**config.mk**
```make
export PLATFORM = sky130hd
export DESIGN_NAME = record_deframer
export DESIGN_NICKNAME = d
export VERILOG_FILES = /design/src/hw/rtl/rdf_pkg.sv /design/src/hw/rtl/rdf_front.sv /design/src/hw/rtl/rdf_fifo.sv /design/src/hw/rtl/rdf_back.sv /design/src/hw/rtl/record_deframer.sv
export SDC_FILE = /design/constraint.sdc
export NUM_CORES = 1
export LEC_CHECK = 0
export ABC_CLOCK_PERIOD_IN_PS = 4450
export BUFFER_PORTS_ARGS = -buffer_cell sky130_fd_sc_hd__buf_4
export CORE_ASPECT_RATIO = 1.2
export CORE_UTILIZATION = 36
export DETAILED_ROUTE_END_ITERATION = 12
export GPL_ROUTABILITY_DRIVEN = 0
export PLACE_DENSITY_LB_ADDON = 0.2
export SLEW_MARGIN = 20
export SYNTH_ARGS = -nofsm -noshare
export SYNTH_HDL_FRONTEND = slang
export SYNTH_SLANG_ARGS = --single-unit
```
**constraint.sdc**
```tcl
create_clock -name clk_i -period 4.45 [get_ports clk_i]
set_input_delay 0.89 -clock clk_i [delete_from_list [all_inputs] [get_ports clk_i]]
set_output_delay 0.89 -clock clk_i [all_outputs]
set_load 0.005 [all_outputs]
```
**src/hw/rtl/rdf_pkg.sv**
```systemverilog
// Types, codes and constants shared by the record deframer modules.
package rdf_pkg;

  localparam int MaxLongRecordDef = 1048576;
  localparam int FifoDepthDef     = 4;
  localparam int LenW             = 21;

  localparam logic [7:0]      CharCr  = 8'h0d;
  localparam logic [7:0]      CharLf  = 8'h0a;
  localparam logic [LenW-1:0] LineSat = '1;

  typedef enum logic [1:0] {
    ModeHdr16 = 2'd0,
    ModeHdr32 = 2'd1,
    ModeText  = 2'd2,
    ModePass  = 2'd3
  } mode_e;

  typedef enum logic [1:0] {
    KindPayload = 2'd0,
    KindEnd     = 2'd1,
    KindError   = 2'd2
  } kind_e;

  typedef enum logic [1:0] {
    RegMode   = 2'd0,
    RegMaxLen = 2'd1,
    RegPolicy = 2'd2
  } cfg_reg_e;

  typedef struct packed {
    mode_e       mode;
    logic [15:0] max_len;
    logic        policy;
  } cfg_t;

  typedef struct packed {
    kind_e           kind;
    logic [7:0]      data;
    logic [LenW-1:0] len;
  } res_t;

  // One classified byte: one or two results for the back end.
  typedef struct packed {
    logic two;
    res_t r0;
    res_t r1;
  } op_t;

  function automatic res_t mk_res(kind_e k, logic [7:0] d, logic [LenW-1:0] l);
    res_t r;
    r.kind = k;
    r.data = d;
    r.len  = l;
    return r;
  endfunction

endpackage

```
**src/hw/rtl/rdf_front.sv**
```systemverilog
// Front end: accepts bytes, tracks framing state and classifies each byte.
module rdf_front #(
  parameter int MaxLongRecord = rdf_pkg::MaxLongRecordDef
) (
  input  logic          clk_i,
  input  logic          rst_ni,
  input  rdf_pkg::cfg_t cfg_i,
  input  logic          accept_i,
  input  logic [7:0]    rx_byte_i,
  output logic          push_o,
  output rdf_pkg::op_t  op_o
);
  import rdf_pkg::*;

  localparam int RemBits = $clog2(64'(MaxLongRecord) + 64'd1);
  localparam int RemW    = (RemBits > 16) ? RemBits : 16;
  localparam logic [31:0] MaxLong32 = 32'(MaxLongRecord);

  logic [2:0]      hc_q, hc_d, hc_nx, need;
  logic [31:0]     acc_q, acc_d, acc_nx, len32;
  logic [RemW-1:0] rem_q, rem_d;
  logic [LenW-1:0] lc_q, lc_d, lc_w;
  logic            pcr_q, pcr_d;
  logic            err_q, err_d;
  logic            wide, too_long;
  logic [1:0]      cnt;
  res_t            slot [2];

  assign wide = (cfg_i.mode == ModeHdr32);
  assign need = wide ? 3'd4 : 3'd2;

  always_comb begin
    hc_d     = hc_q;
    acc_d    = acc_q;
    rem_d    = rem_q;
    lc_d     = lc_q;
    pcr_d    = pcr_q;
    err_d    = err_q;
    hc_nx    = hc_q + 3'd1;
    acc_nx   = {acc_q[23:0], rx_byte_i};
    len32    = wide ? acc_nx : {16'h0000, acc_nx[15:0]};
    too_long = '0;
    lc_w     = lc_q;
    cnt      = 2'd0;
    slot[0]  = '0;
    slot[1]  = '0;
    if (!err_q) begin
      case (cfg_i.mode)
        ModeHdr16, ModeHdr32: begin
          if (rem_q != '0) begin
            slot[cnt[0]] = mk_res(KindPayload, rx_byte_i, '0);
            cnt = cnt + 2'd1;
            rem_d = rem_q - 1'b1;
            if (rem_q == RemW'(1)) begin
              slot[cnt[0]] = mk_res(KindEnd, '0, acc_q[LenW-1:0]);
              cnt = cnt + 2'd1;
            end
          end else begin
            acc_d = acc_nx;
            if (hc_nx < need) begin
              hc_d = hc_nx;
            end else begin
              hc_d = '0;
              if (wide) begin
                too_long = (acc_nx > MaxLong32);
              end else begin
                too_long = (cfg_i.max_len != '0) && (acc_nx[15:0] > cfg_i.max_len) &&
                           !cfg_i.policy;
              end
              if (too_long) begin
                err_d = 1'b1;
                slot[cnt[0]] = mk_res(KindError, '0, '0);
                cnt = cnt + 2'd1;
              end else begin
                acc_d = len32;
                if (len32 == '0) begin
                  slot[cnt[0]] = mk_res(KindEnd, '0, '0);
                  cnt = cnt + 2'd1;
                end else begin
                  rem_d = RemW'(len32);
                end
              end
            end
          end
        end
        ModeText: begin
          if (pcr_q && rx_byte_i == CharLf) begin
            pcr_d = 1'b0;
            slot[cnt[0]] = mk_res(KindEnd, '0, lc_q);
            cnt = cnt + 2'd1;
            lc_d = '0;
          end else begin
            // A held CR that is not followed by LF becomes an ordinary payload byte.
            if (pcr_q) begin
              slot[cnt[0]] = mk_res(KindPayload, CharCr, '0);
              cnt = cnt + 2'd1;
              if (lc_w != LineSat) lc_w = lc_w + 1'b1;
            end
            pcr_d = 1'b0;
            if (rx_byte_i == CharCr) begin
              pcr_d = 1'b1;
              lc_d  = lc_w;
            end else if (rx_byte_i == CharLf) begin
              slot[cnt[0]] = mk_res(KindEnd, '0, lc_w);
              cnt = cnt + 2'd1;
              lc_d = '0;
            end else begin
              slot[cnt[0]] = mk_res(KindPayload, rx_byte_i, '0);
              cnt = cnt + 2'd1;
              lc_d = (lc_w != LineSat) ? lc_w + 1'b1 : lc_w;
            end
          end
        end
        default: begin
          slot[cnt[0]] = mk_res(KindPayload, rx_byte_i, '0);
          cnt = cnt + 2'd1;
        end
      endcase
    end
  end

  assign push_o  = accept_i && (cnt != 2'd0);
  assign op_o.two = cnt[1];
  assign op_o.r0  = slot[0];
  assign op_o.r1  = slot[1];

  always_ff @(posedge clk_i or negedge rst_ni) begin
    if (!rst_ni) begin
      hc_q  <= '0;
      acc_q <= '0;
      rem_q <= '0;
      lc_q  <= '0;
      pcr_q <= 1'b0;
      err_q <= 1'b0;
    end else if (accept_i) begin
      hc_q  <= hc_d;
      acc_q <= acc_d;
      rem_q <= rem_d;
      lc_q  <= lc_d;
      pcr_q <= pcr_d;
      err_q <= err_d;
    end
  end

endmodule

```
**src/hw/rtl/rdf_fifo.sv**
```systemverilog
// Short queue of classified items between the front and back ends.
module rdf_fifo #(
  parameter int Depth = rdf_pkg::FifoDepthDef
) (
  input  logic         clk_i,
  input  logic         rst_ni,
  input  logic         push_i,
  input  rdf_pkg::op_t op_i,
  output logic         full_o,
  input  logic         pop_i,
  output logic         valid_o,
  output rdf_pkg::op_t op_o
);
  import rdf_pkg::*;

  localparam int PtrW = $clog2(Depth);
  localparam int CntW = $clog2(Depth + 1);

  op_t             mem_q [Depth];
  logic [PtrW-1:0] wr_q, rd_q;
  logic [CntW-1:0] cnt_q;
  logic            do_push, do_pop;

  assign full_o  = (cnt_q == CntW'(Depth));
  assign valid_o = (cnt_q != '0);
  assign op_o    = mem_q[rd_q];
  assign do_push = push_i && !full_o;
  assign do_pop  = pop_i && valid_o;

  always_ff @(posedge clk_i) begin
    if (do_push) mem_q[wr_q] <= op_i;
  end

  always_ff @(posedge clk_i or negedge rst_ni) begin
    if (!rst_ni) begin
      wr_q  <= '0;
      rd_q  <= '0;
      cnt_q <= '0;
    end else begin
      if (do_push) wr_q <= (wr_q == PtrW'(Depth - 1)) ? '0 : wr_q + 1'b1;
      if (do_pop)  rd_q <= (rd_q == PtrW'(Depth - 1)) ? '0 : rd_q + 1'b1;
      if (do_push && !do_pop) begin
        cnt_q <= cnt_q + 1'b1;
      end else if (do_pop && !do_push) begin
        cnt_q <= cnt_q - 1'b1;
      end
    end
  end

endmodule

```
**src/hw/rtl/rdf_back.sv**
```systemverilog
// Back end: expands each queued item into one or two results on the output register.
module rdf_back (
  input  logic                    clk_i,
  input  logic                    rst_ni,
  input  logic                    op_valid_i,
  input  rdf_pkg::op_t            op_i,
  output logic                    pop_o,
  output logic                    out_valid_o,
  input  logic                    out_stall_i,
  output logic [1:0]              kind_o,
  output logic [7:0]              payload_byte_o,
  output logic [rdf_pkg::LenW-1:0] record_length_o,
  output logic                    last_o
);
  import rdf_pkg::*;

  logic out_valid_q, out_valid_d;
  logic sec_q, sec_d;
  res_t res_q, res_d, sec_res_q, sec_res_d;
  logic last_q, last_d;
  logic load;

  assign load = !out_valid_q || !out_stall_i;

  always_comb begin
    pop_o       = 1'b0;
    out_valid_d = out_valid_q;
    sec_d       = sec_q;
    res_d       = res_q;
    sec_res_d   = sec_res_q;
    last_d      = last_q;
    if (load) begin
      if (sec_q) begin
        out_valid_d = 1'b1;
        res_d       = sec_res_q;
        last_d      = 1'b1;
        sec_d       = 1'b0;
      end else if (op_valid_i) begin
        pop_o       = 1'b1;
        out_valid_d = 1'b1;
        res_d       = op_i.r0;
        last_d      = !op_i.two;
        sec_d       = op_i.two;
        sec_res_d   = op_i.r1;
      end else begin
        out_valid_d = 1'b0;
      end
    end
  end

  always_ff @(posedge clk_i or negedge rst_ni) begin
    if (!rst_ni) begin
      out_valid_q <= 1'b0;
      sec_q       <= 1'b0;
    end else begin
      out_valid_q <= out_valid_d;
      sec_q       <= sec_d;
    end
  end

  always_ff @(posedge clk_i) begin
    res_q     <= res_d;
    sec_res_q <= sec_res_d;
    last_q    <= last_d;
  end

  assign out_valid_o     = out_valid_q;
  assign kind_o          = res_q.kind;
  assign payload_byte_o  = res_q.data;
  assign record_length_o = res_q.len;
  assign last_o          = last_q;

endmodule

```
**src/hw/rtl/record_deframer.sv**
```systemverilog
// Record deframer top level: configuration registers and the front, queue and back ends.
//
//   channel  direction  handshake                payload
//   in       input      in_valid_i / in_stall_o   rx_byte_i
//   out      output     out_valid_o / out_stall_i kind_o, payload_byte_o, record_length_o, last_o
//   cfg      input      cfg_valid_i / cfg_ready_o cfg_index_i, cfg_data_i
//
// One byte is accepted per cycle while the queue has room; each output cycle delivers one result.
// A byte that causes two results delivers them one after the other, and the queue of FifoDepth items
// absorbs that. A result passes through the queue and the output register after its byte.
// Reset clears the framing state, the queue and the output valid flag; configuration resets to zero.
// A stall on the output holds the result and fills the queue, which then stalls the input.
module record_deframer #(
  parameter int MaxLongRecord = rdf_pkg::MaxLongRecordDef,
  parameter int FifoDepth     = rdf_pkg::FifoDepthDef
) (
  input  logic                     clk_i,
  input  logic                     rst_ni,
  input  logic                     in_valid_i,
  output logic                     in_stall_o,
  input  logic [7:0]               rx_byte_i,
  output logic                     out_valid_o,
  input  logic                     out_stall_i,
  output logic [1:0]               kind_o,
  output logic [7:0]               payload_byte_o,
  output logic [rdf_pkg::LenW-1:0] record_length_o,
  output logic                     last_o,
  input  logic                     cfg_valid_i,
  output logic                     cfg_ready_o,
  input  logic [1:0]               cfg_index_i,
  input  logic [15:0]              cfg_data_i
);
  import rdf_pkg::*;

  cfg_t cfg_q;
  logic accept, push, full, op_valid, pop;
  op_t  op_front, op_queue;

  assign cfg_ready_o = 1'b1;

  always_ff @(posedge clk_i or negedge rst_ni) begin
    if (!rst_ni) begin
      cfg_q <= '0;
    end else if (cfg_valid_i && cfg_ready_o) begin
      case (cfg_reg_e'(cfg_index_i))
        RegMode:   cfg_q.mode    <= mode_e'(cfg_data_i[1:0]);
        RegMaxLen: cfg_q.max_len <= cfg_data_i;
        RegPolicy: cfg_q.policy  <= cfg_data_i[0];
        default:   cfg_q         <= cfg_q;
      endcase
    end
  end

  assign in_stall_o = full;
  assign accept     = in_valid_i && !in_stall_o;

  rdf_front #(
    .MaxLongRecord(MaxLongRecord)
  ) u_front (
    .clk_i    (clk_i),
    .rst_ni   (rst_ni),
    .cfg_i    (cfg_q),
    .accept_i (accept),
    .rx_byte_i(rx_byte_i),
    .push_o   (push),
    .op_o     (op_front)
  );

  rdf_fifo #(
    .Depth(FifoDepth)
  ) u_fifo (
    .clk_i  (clk_i),
    .rst_ni (rst_ni),
    .push_i (push),
    .op_i   (op_front),
    .full_o (full),
    .pop_i  (pop),
    .valid_o(op_valid),
    .op_o   (op_queue)
  );

  rdf_back u_back (
    .clk_i          (clk_i),
    .rst_ni         (rst_ni),
    .op_valid_i     (op_valid),
    .op_i           (op_queue),
    .pop_o          (pop),
    .out_valid_o    (out_valid_o),
    .out_stall_i    (out_stall_i),
    .kind_o         (kind_o),
    .payload_byte_o (payload_byte_o),
    .record_length_o(record_length_o),
    .last_o         (last_o)
  );

endmodule

```
-- Word level (Yosys, flattened, before mapping)
Memory sizes are Yosys's and may differ from the RTL's.
Cells that the tools add are included.
- flip-flop bits (word level): 162
- bits in latches: 0
- RAM bits: 252
- memory bits (read-only): 0
- input port bits: 31
- output and inout bits: 35
- memories: 1
- memories (name ; words ; width ; read ports ; clocked after Yosys merged registers in ; write ports ; RTL line ; RTL):
    u_fifo.mem_q ; 4 ; 63 ; 1 ; 0 ; 1 ; rdf_fifo.sv:19 ; op_t mem_q [Depth];
- $add $sub $neg: 9
- multiply operators: 0
- divide/modulo/power cells: 0
- magnitude comparators: 5
- equal/unequal tests: 15
- shifts and indexed selects: 0
- muxes and demuxes: 79
- bitwise gates (word level): 4
- reductions and logical operators: 36
- operators by type and width (operator ; number):
    two-way mux 31 bit ; 11
    two-way mux 21 bit ; 13
    two-way mux 62 bit ; 3
    bitwise mux 62 bit ; 2
    one-hot mux 31 bit (2 select lines) ; 2
    two-way mux 30 bit ; 3
    two-way mux 24 bit ; 2
    adder 21 x 1 -> 21 bit, second input constant ; 2
    inequality test 21 bit, second input constant ; 2
    > comparator 32 x 21 -> 1 bit, second input constant ; 1
    zero test 32 bit ; 1
    two-way mux 32 bit ; 1
    demux 31 bit (select 1 bit) ; 1
    two-way mux 25 bit ; 1
    two-way mux 2 bit ; 12
    two-way mux 1 bit ; 23
    equality test 21 x 1 -> 1 bit, second input constant ; 1
    nonzero test 21 bit ; 1
    subtractor 21 x 1 -> 21 bit, second input constant ; 1
    equality test 8 x 4 -> 1 bit, second input constant ; 2
    > comparator 16 bit ; 1
    nonzero test 16 bit ; 1
    two-way mux 3 bit ; 4
    logical AND 1 bit ; 10
    23 further kinds ; 47

-- Logic depth before layout (Yosys ltp)
Gate-level depths: netlist of run 1.
- depth in word-level cells: 20
- gate-level depth with buffers: 17

-- Cells and area by module
From an unflattened synthesis of run 1, not the netlist that was laid out.
- cells, all modules: 1259
- area, all modules: 18626.6 um^2
- modules (own cells, without submodules) (module ; times used ; cells an instance ; area an instance (um^2) ; sequential area each (um^2)):
    rdf_fifo ; 1 ; 366 ; 9537.9 ; 7742.4
    rdf_front ; 1 ; 739 ; 5775.5 ; 1776.7
    rdf_back ; 1 ; 109 ; 2522.4 ; 1941.9
    record_deframer ; 1 ; 45 ; 790.8 ; 475.5

-- Worst setup path before layout of run 1
Ideal clock, no wire load.
- path kind: input to register
- start: input port rx_byte_i[7]
- end: memory u_fifo.mem_q[0][0] (netlist bit) (enable)
- data arrival time: 4825 ps
- data required time: 4024 ps
- path slack: -802 ps
- stages: 12
- path buffers: 1
- cell sequence: nor4_1 > nand2_1 > nor3_1 > inv_1 > clkbuf_1 > ha_1 > nor2_1 > a211oi_1 > o21ai_0 > a21oi_1 > a21o_4 > and2_1
- longest elaborated chain between the ends: 18
- elaborated cells on any way between the ends: 27
- those cells by class: order compare: 2; eq/ne: 2; mux: 16; reduce/logical: 7
- ends and longest elaborated chain (item ; RTL line ; RTL):
    start: declaration ; record_deframer.sv:21 ; input logic [7:0] rx_byte_i,
    > comparator 16 bit ; rdf_front.sv:67 ; too_long = (cfg_i.max_len != '0) && (acc_nx[15:0] > cfg_i.max_len) &&
    logical AND 1 bit (2 in a row) ; rdf_front.sv:67 ;
    two-way mux 1 bit ; rdf_front.sv:64 ; if (wide) begin
    two-way mux 1 bit ; rdf_front.sv:60 ; if (hc_nx < need) begin
    two-way mux 1 bit ; rdf_front.sv:50 ; if (rem_q != '0) begin
    two-way mux 1 bit ; rdf_front.sv:48 ; case (cfg_i.mode)
    two-way mux 1 bit ; rdf_front.sv:47 ; if (!err_q) begin
    two-way mux 2 bit ; rdf_front.sv:70 ; if (too_long) begin
    [... 2 more ...] ; n/a ;
    one-hot mux 2 bit (2 select lines) * ; rdf_front.sv:48 ;
    two-way mux 2 bit * ; rdf_front.sv:47 ;
    nonzero test 2 bit * ; rdf_front.sv:122 ; assign push_o = accept_i && (cnt != 2'd0);
    logical AND 1 bit * ; rdf_front.sv:122 ;
    logical AND 1 bit * ; rdf_fifo.sv:27 ; assign do_push = push_i && !full_o;
    net u_fifo.do_push ; rdf_fifo.sv:22 ; logic do_push, do_pop;
    two-way mux 1 bit * ; rdf_fifo.sv:31 ; if (do_push) mem_q[wr_q] <= op_i;
    two-way mux 1 bit (implied by the code) * ; rdf_fifo.sv:31 ;
    end: declaration ; rdf_fifo.sv:19 ;
Mark *: on every way through the listed nets, which the timed path passes. The rest lies on a longest branch. The select of a mux whose other input is x is not followed.

-- Worst setup path in the final report of run 1
- start: register u_front.lc_q[0]
- end: register u_front.lc_q[0]
- longest elaborated chain between the ends: 11
- elaborated cells on any way between the ends: 13
- those cells by class: add/sub: 2; eq/ne: 2; mux: 9
- ends and longest elaborated chain (item ; RTL line ; RTL):
    start: declaration ; rdf_front.sv:22 ; logic [LenW-1:0] lc_q, lc_d, lc_w;
    start signal: assignment ; rdf_front.sv:139 ; lc_q <= lc_d;
    adder 21 x 1 -> 21 bit / inequality test 21 bit (equally long branches) ; rdf_front.sv:97 ; if (lc_w != LineSat) lc_w = lc_w + 1'b1;
    two-way mux 21 bit ; rdf_front.sv:97 ;
    two-way mux 21 bit * ; rdf_front.sv:94 ; if (pcr_q) begin
    two-way mux 21 bit * ; rdf_front.sv:87 ; if (pcr_q && rx_byte_i == CharLf) begin
    two-way mux 21 bit * ; rdf_front.sv:48 ;
    two-way mux 21 bit * ; rdf_front.sv:47 ;
    adder 21 x 1 -> 21 bit / inequality test 21 bit (equally long branches) ; rdf_front.sv:110 ; lc_d = (lc_w != LineSat) ? lc_w + 1'b1 : lc_w;
    two-way mux 21 bit ; rdf_front.sv:110 ;
    two-way mux 21 bit ; rdf_front.sv:103 ; end else if (rx_byte_i == CharLf) begin
    two-way mux 21 bit * ; rdf_front.sv:100 ; if (rx_byte_i == CharCr) begin
    two-way mux 21 bit * ; rdf_front.sv:87 ;
Every way passes the cells marked *; elsewhere a longest branch is shown, timed or not. The select of a mux whose other input is x is not followed.
A chain may end at the register's enable or synchronous reset.

==> impl_metrics.py, run 1 <==
metrics = {
    "global_routing": {
        "grt_max_degree": 59,
        "grt_pass1_wl_um": 69700,
        "antenna_found_initial": 0,
        "overflow": 0,
        "grt_pass1_vias": 11486,
        "grt_usage_pct": 17.6,
    },
    "drt": {
        "via_count": 11172,
        "met3_length_um": 1910,
        "drtIter0Drc": 734,
        "wl_um": 45000,
        "viasPerCell": 5.40,
        "detail_route.wl_per_cell_um": 21.8,
        "wl_met1_um": 19800,
        "detail-route-antenna-nets": 0,
        "top_layer": "met4",
        "drc": 0,
        "drtPass1Iterations": 5,
        "dr_wl_met2_um": 22400,
    },
    "clocking": {
        "cts.sinks": 409,
        "ctsResizeCount": 0,
        "htreeDepth": 2,
        "clockBufferDepth": 3,
        "cts_tree": "yes",
        "clkLatencyLatePin_ns": 0.57,
        "clk_pin_slew_ns": 0.06,
        "cts_setup_buffers": 0,
        "cts_inserted_buffers": 42,
        "cts-hold-fix-buffers": 0,
        "root_buffer": "clkbuf_16",
    },
    "synth": {
        "ys_ff_latch": 409,
        "synth_fp_nets": 1343,
        "yosys.area_share.simple_pct": 12.3,
        "synth.area.top_cells": "edfxtp_1, dfrtp_1, mux4_2",
        "synth_top_area_cell": "edfxtp_1",
        "syn_area_per_cell_um2": 14.2,
        "synth_flop_cell": "edfxtp_1",
        "synth-xor-area-share_pct": 0.913,
        "synth_cell_type_count": 82,
        "synthArstFlopShare_pct": 24.2,
        "synth_compound_area_share_pct": 6.49,
        "synthesis.area_um2": 18200,
        "synth_cells": 1282,
        "synth_top_area_share_pct": 51.1,
        "yosysSeqAreaShare_pct": 64.6,
        "synthMuxAreaShare_pct": 11.4,
        "synth_warnings": 0,
        "synth_fa_ha_area_share_pct": 2.10,
        "synth-edff-count": 310,
        "synth_top_family_by_area": "simple AND/OR/NAND/NOR gates",
    },
    "timing": {
        "fin_crit_sh_pct": 90.7,
        "hold_ws_ns": 0.341,
        "timing.fmax_ghz": 0.248,
        "worst_pin_slew_ns": 1.08,
        "slew_viol_final": 0,
        "timing.setup.tns_ns": 0,
        "rsz0062_at_grt": "no",
        "fin_crit_ns": 4.04,
        "setup_ws_ns": 0.414,
        "relSlewSlack_pct": 27.1,
        "skew_ns": 0.0275,
        "hold_viol_final": 0,
        "setup-violations-final": 0,
    },
    "cells_and_area": {
        "drive_gt1_share_pct": 24.0,
        "fin_nets": 1453,
        "antennaDiodeCount": 0,
        "syn_to_final_growth_pct": 16.9,
        "finalNonFillerCells": 2067,
    },
    "setup_path": {
        "critPathMaxStageDelay_ns": 0.54,
        "reg2reg_setup_slack_ns": 0.41,
        "cp-start-kind": "register",
        "critPathRequiredTime_ns": 4.94,
        "crit_fanout": 8,
        "reg2reg_from": "u_front.lc_q[0]$_DFFE_PN0P_",
        "criticalPathCategory": "reg2reg",
        "path_common_cell": "nand3_1",
        "slowest_stage": "o31ai_1",
        "endpoint_kind": "register",
        "cp_cell_sequence": "ha_1 -> nand3_1 -> o31ai_1 -> mux2_2 -> ha_1 -> nand3_1 -> o32a_1 -> a2111oi_2 -> buf_4 -> and3_1 -> nand3_1 -> buf_4 -> a2111o_1 -> nand2_1 -> a311o_1",
        "r2r_cells": 15,
        "critPathArrivalTime_ns": 4.52,
        "r2r-end": "u_front.lc_q[0]$_DFFE_PN0P_",
    },
    "power": {
        "p_leak_nw": 7.65,
        "power_density_nw_per_um2": 443,
        "vdd_ir_drop_max_v": 0.000278,
        "total_power_mw": 9.44,
    },
    "die": {
        "rows": 90,
        "die_w_um": 207,
        "start_util_pct": 36.4,
        "dieArea_um2": 51600,
        "ios": 66,
        "core_region_area_um2": 50100,
        "dieHeight_um": 249,
    },
    "placed_design": {
        "place_inst": 1992,
        "dp_slack_ns": 0.227,
        "dp_hpwl_um": 31200,
        "portBuffers": 64,
    },
    "status": {
        "status": "finished clean",
    },
    "min_path": {
        "hp-class": "in2async",
    },
    "flow_run": {
        "maxCapViolCount": 0,
    },
}
==> per-stage QoR <==
| stage | util [%] | cell area (µm²) |
|---|---|---|
| after floorplan | - | 18200 |
| after global placement | 39.7 | 19900 |
| after detailed placement | 39.7 | 19900 |
| after CTS | 42.5 | 21300 |
| after global routing | 42.5 | 21300 |
| final | 42.5 | 21300 |
==> final cells by class <==
class,count,area [µm²]
clock buffer,49,1100
clock inverter,26,310
fill,4524,28800
inverter,35,131
multi-input combinational,777,6090
sequential,409,11800
tap,644,806
timing repair buffer,127,1090
==> power breakdown <==
| part | switching (mW) | internal, mW |
|---|---|---|
| sequential | 0.233 | 4.35 |
| clock | 1.49 | 2.13 |
| combinational | 0.618 | 0.628 |
==> worst max-delay path, delay by kind of cell (launching register included) <==
| family | cells | cell delay [ns] |
|---|---|---|
| AO/OA/AOI/OAI | 5 | 1.65 |
| adder cells (fa/ha/maj) | 2 | 0.54 |
| buffers and inverters | 2 | 0.44 |
| flip-flops | 1 | 0.35 |
| multiplexers | 1 | 0.30 |
| AND/OR/NAND/NOR | 5 | 0.69 |
==> worst max path at each step <==
stage	slack, ns	depth (start not counted)	from	endpoint
after floorplan	0.07	12	rx_byte_i[7]	u_fifo.mem_q[0][0]$_DFFE_PP_
final	0.41	15	u_front.lc_q[0]$_DFFE_PN0P_	u_front.lc_q[0]$_DFFE_PN0P_
after global routing	0.28	15	u_front.lc_q[0]$_DFFE_PN0P_	u_front.lc_q[0]$_DFFE_PN0P_
after detailed placement	0.23	18	rx_byte_i[7]	u_fifo.cnt_q[2]$_DFFE_PN0P_
after CTS	0.44	15	u_front.lc_q[0]$_DFFE_PN0P_	u_front.lc_q[0]$_DFFE_PN0P_
after global placement	0.13	18	rx_byte_i[7]	u_fifo.cnt_q[2]$_DFFE_PN0P_
==> cell usage in the layout (no fill, tap or decap), drive strengths merged, types with 5 or more instances in the layout <==
cell type / count
xnor2: 7
or4: 9
clkbuf: 49
nand2b: 8
a31oi: 10
inv: 36
a2bb2oi: 6
nand2: 138
nand4: 16
and2: 44
nand3b: 6
bufinv: 6
dfrtp: 99
mux4: 62
a21oi: 37
mux2: 58
and3: 31
nor3: 34
nor2: 53
o31ai: 8
a21o: 10
or3: 7
nor4: 19
a211oi: 5
buf: 127
a21boi: 5
and4: 9
ha: 29
nor2b: 6
clkinv: 17
o21ai: 56
xor2: 12
edfxtp: 310
o22ai: 9
nand3: 29
==> registers in the layout, summed over array words and instances, names as in the netlist, 8 cells and up <==
name / flops
u_front.acc_q: 24
u_front.lc_q: 21
u_back.sec_res_q: 30
u_back.record_length_o: 21
u_front.rem_q: 21
u_fifo.mem_q: 248
cfg_q: 19
u_back.payload_byte_o: 8
==> synthesized netlist by cell type (16+ instances only) <==
master / n
nor3_1: 32
nand2_1: 137
inv_1: 35
and2_1: 43
mux2_2: 56
ha_1: 29
mux4_2: 62
o21ai_0: 47
dfrtp_1: 99
nor4_1: 16
a21oi_1: 37
nand3_1: 28
and3_1: 31
clkbuf_1: 40
nor2_1: 52
edfxtp_1: 310
==> logic make-up (layout without fill, tap and decap cells) <==
group           count (synthesis)  after routing
xor+xnor                       19             19
fa+ha+maj                      30             30
flops                         409            409
buf+inv                        96            237
other cells                     1              1
mux                           123            123
compound gates                182            182
simple gates                  422            422
==> layer usage <==
layer,vias up,GRT usage (%)
met5,-,0
met4,0,4.82
met3,68,2.63
met2,264,30.3
met1,5706,23.2
li1,5134,-
Power figures use the tool's default switching activity.
==> inputs of run 2 (changes only) <==
--- a/config.mk
+++ b/config.mk
@@ -7,7 +7,7 @@
 export LEC_CHECK = 0
 export ABC_CLOCK_PERIOD_IN_PS = 4450
 export BUFFER_PORTS_ARGS = -buffer_cell sky130_fd_sc_hd__buf_4
-export CORE_ASPECT_RATIO = 1.2
+export CORE_ASPECT_RATIO = 1.4
 export CORE_UTILIZATION = 36
 export DETAILED_ROUTE_END_ITERATION = 12
 export GPL_ROUTABILITY_DRIVEN = 0
==> impl_metrics.py, run 2 (synthesis gave the netlist of run 1 again) <==
metrics = {
    "clocking": {
        "ctsResizeCount": 0,
        "root_buffer": "clkbuf_16",
        "clkLatencyLatePin_ns": 0.56,
        "cts-hold-fix-buffers": 0,
        "cts_inserted_buffers": 41,
        "cts.sinks": 409,
        "clockBufferDepth": 3,
        "clk_pin_slew_ns": 0.06,
        "cts_tree": "yes",
        "htreeDepth": 2,
        "cts_setup_buffers": 0,
    },
    "cells_and_area": {
        "antennaDiodeCount": 0,
        "largest_reg_flops": 248,
        "fin_util_pct": 42.2,
        "final_common_cell": "edfxtp_1",
        "top_register": "u_fifo.mem_q",
        "syn_to_final_growth_pct": 15.7,
        "drive_gt1_share_pct": 23.6,
        "layout_common_cells": "edfxtp_1, nand2_1, buf_4",
        "reg.largest.list": "u_fifo.mem_q (248), u_back.sec_res_q (30), u_front.acc_q (24)",
        "fin_nets": 1451,
    },
    "status": {
        "status": "finished clean",
    },
    "power": {
        "power_frac_seq_pct": 50.6,
        "vdd_ir_drop_max_v": 0.000272,
        "p_leak_nw": 7.56,
        "swShare_pct": 25.6,
        "p_clk_share_pct": 35.7,
        "internal_power_mw": 6.74,
        "switchingPower_mw": 2.32,
        "power_frac_comb_pct": 13.7,
        "power_density_nw_per_um2": 429,
    },
    "die": {
        "core_region_area_um2": 50000,
        "rows": 97,
        "dieArea_um2": 51600,
        "die_w_um": 192,
        "dieHeight_um": 268,
        "start_util_pct": 36.5,
        "ios": 66,
    },
    "drt": {
        "wl_um": 45300,
        "drtPass1Iterations": 6,
        "detail_route.wl_per_cell_um": 21.9,
        "viasPerCell": 5.41,
        "detail-route-antenna-nets": 0,
        "via_count": 11177,
        "drtIter0Drc": 803,
        "drc": 0,
    },
    "timing": {
        "hold_viol_final": 0,
        "setup-violations-final": 0,
        "fin_crit_ns": 3.99,
        "fin_crit_sh_pct": 89.6,
        "skew_ns": 0.0249,
        "slew_viol_final": 0,
        "timing.fmax_ghz": 0.251,
        "rsz0062_at_grt": "no",
        "timing.setup.tns_ns": 0,
        "relSlewSlack_pct": 30.3,
        "worst_pin_slew_ns": 1.04,
    },
    "min_path": {
        "hp-class": "in2async",
    },
    "setup_path": {
        "critPathArrivalTime_ns": 4.46,
        "cp_cell_sequence": "ha_1 -> nand3_1 -> o31ai_1 -> buf_4 -> mux2_2 -> ha_1 -> nand3_1 -> o32a_1 -> a2111oi_2 -> and3_1 -> nand3_1 -> buf_4 -> a2111o_1 -> nand2_1 -> a311o_1",
        "path_common_cell": "nand3_1",
        "reg2reg_setup_slack_ns": 0.46,
        "reg2reg_from": "u_front.lc_q[1]$_DFFE_PN0P_",
        "criticalPathCategory": "reg2reg",
        "endpoint_kind": "register",
        "r2r-end": "u_front.lc_q[0]$_DFFE_PN0P_",
        "cp-start-kind": "register",
        "critPathMaxStageDelay_ns": 0.53,
        "r2r_cells": 15,
        "critical_path.startpoint": "u_front.lc_q[1]$_DFFE_PN0P_",
        "slowest_stage": "dfrtp_1",
        "critPathRequiredTime_ns": 4.93,
        "crit_fanout": 9,
        "cp-endpoint": "u_front.lc_q[0]$_DFFE_PN0P_",
    },
    "global_routing": {
        "overflow": 0,
        "grt_pass1_vias": 11416,
        "grt_pass1_wl_um": 69500,
        "grt_max_degree": 90,
        "grt_usage_pct": 17.9,
        "antenna_found_initial": 0,
    },
    "placed_design": {
        "dp_hpwl_um": 31200,
        "portBuffers": 64,
    },
    "flow_run": {
        "maxCapViolCount": 0,
    },
}
## run 2: cell types whose count changed in the layout (fill, tap and decap cells not counted), moves of 2 or more
| cell | delta |
|---|---|
| buf_12 | -5 |
| buf_4 | +4 |
| bufinv_16 | -6 |
| clkbuf_1 | +5 |
| clkbuf_16 | -2 |
| clkbuf_8 | +3 |
| clkinvlp_4 | -2 |
## run 2: worst max-delay path, delay by kind of cell, from the launching register on
family | cells | cell delay [ns]
buf+inv | 2 | 0.45
fa+ha+maj | 2 | 0.43
compound gates | 5 | 1.59
simple gates | 5 | 0.74
mux | 1 | 0.19
flops | 1 | 0.53
## run 2: how the worst min path moves through the flow
stage	slack (ns)	end	from	depth (start not counted)
floorplan	0.44	u_front.hc_q[1]$_DFFE_PN0P_	u_front.hc_q[1]$_DFFE_PN0P_	2
global placement	0.46	u_front.hc_q[1]$_DFFE_PN0P_	u_front.hc_q[1]$_DFFE_PN0P_	2
detailed placement	0.47	u_front.hc_q[1]$_DFFE_PN0P_	u_front.hc_q[1]$_DFFE_PN0P_	2
CTS	0.16	u_fifo.wr_q[0]$_DFFE_PN0P_	rst_ni	1
global route	0.16	u_fifo.wr_q[0]$_DFFE_PN0P_	rst_ni	1
finish	0.19	u_fifo.wr_q[0]$_DFFE_PN0P_	rst_ni	1
## run 2: area by class of cell
| cell class | count | area (µm²) |
|---|---|---|
| clock buffers | 55 | 1110 |
| clock inverters | 21 | 140 |
| fillers | 4573 | 28900 |
| inverters | 35 | 131 |
| multi-input cells | 777 | 6090 |
| flip-flops and latches | 409 | 11800 |
| well taps | 643 | 805 |
| repair buffers | 126 | 1020 |
## run 2: per-layer routing
| layer | part of all wire [%] | routed length (µm) | GRT usage, % |
|---|---|---|---|
| met5 | 0 | 0 | 0 |
| met4 | 2.5 | 1120 | 5.51 |
| met3 | 3.8 | 1720 | 2.25 |
| met2 | 51 | 23200 | 31.3 |
| met1 | 43 | 19300 | 23.0 |
## run 2: through the flow
stage               hold slack [ns]  power (mW)  instance area [µm²]  cells  setup slack (ns)
floorplan                     0.443        5.40                18200   1282            0.0741
global placement              0.458        5.95                19800   1990             0.282
detailed placement            0.469        5.96                19800   1990             0.315
CTS                           0.161        9.21                21100   2066             0.503
global route                  0.164        9.44                21100   2066             0.323
finish                        0.186        9.06                21100   2066             0.463
## run 2: power by group through the flow
stage	combinational, mW	clock [mW]	sequential, mW
6_report	1.24	3.23	4.58
3_5_place_dp	1.29	0	4.67
2_1_floorplan	0.888	0	4.51
3_3_place_gp	1.28	0	4.67
4_1_cts	1.29	3.33	4.59
5_1_grt	1.36	3.46	4.62
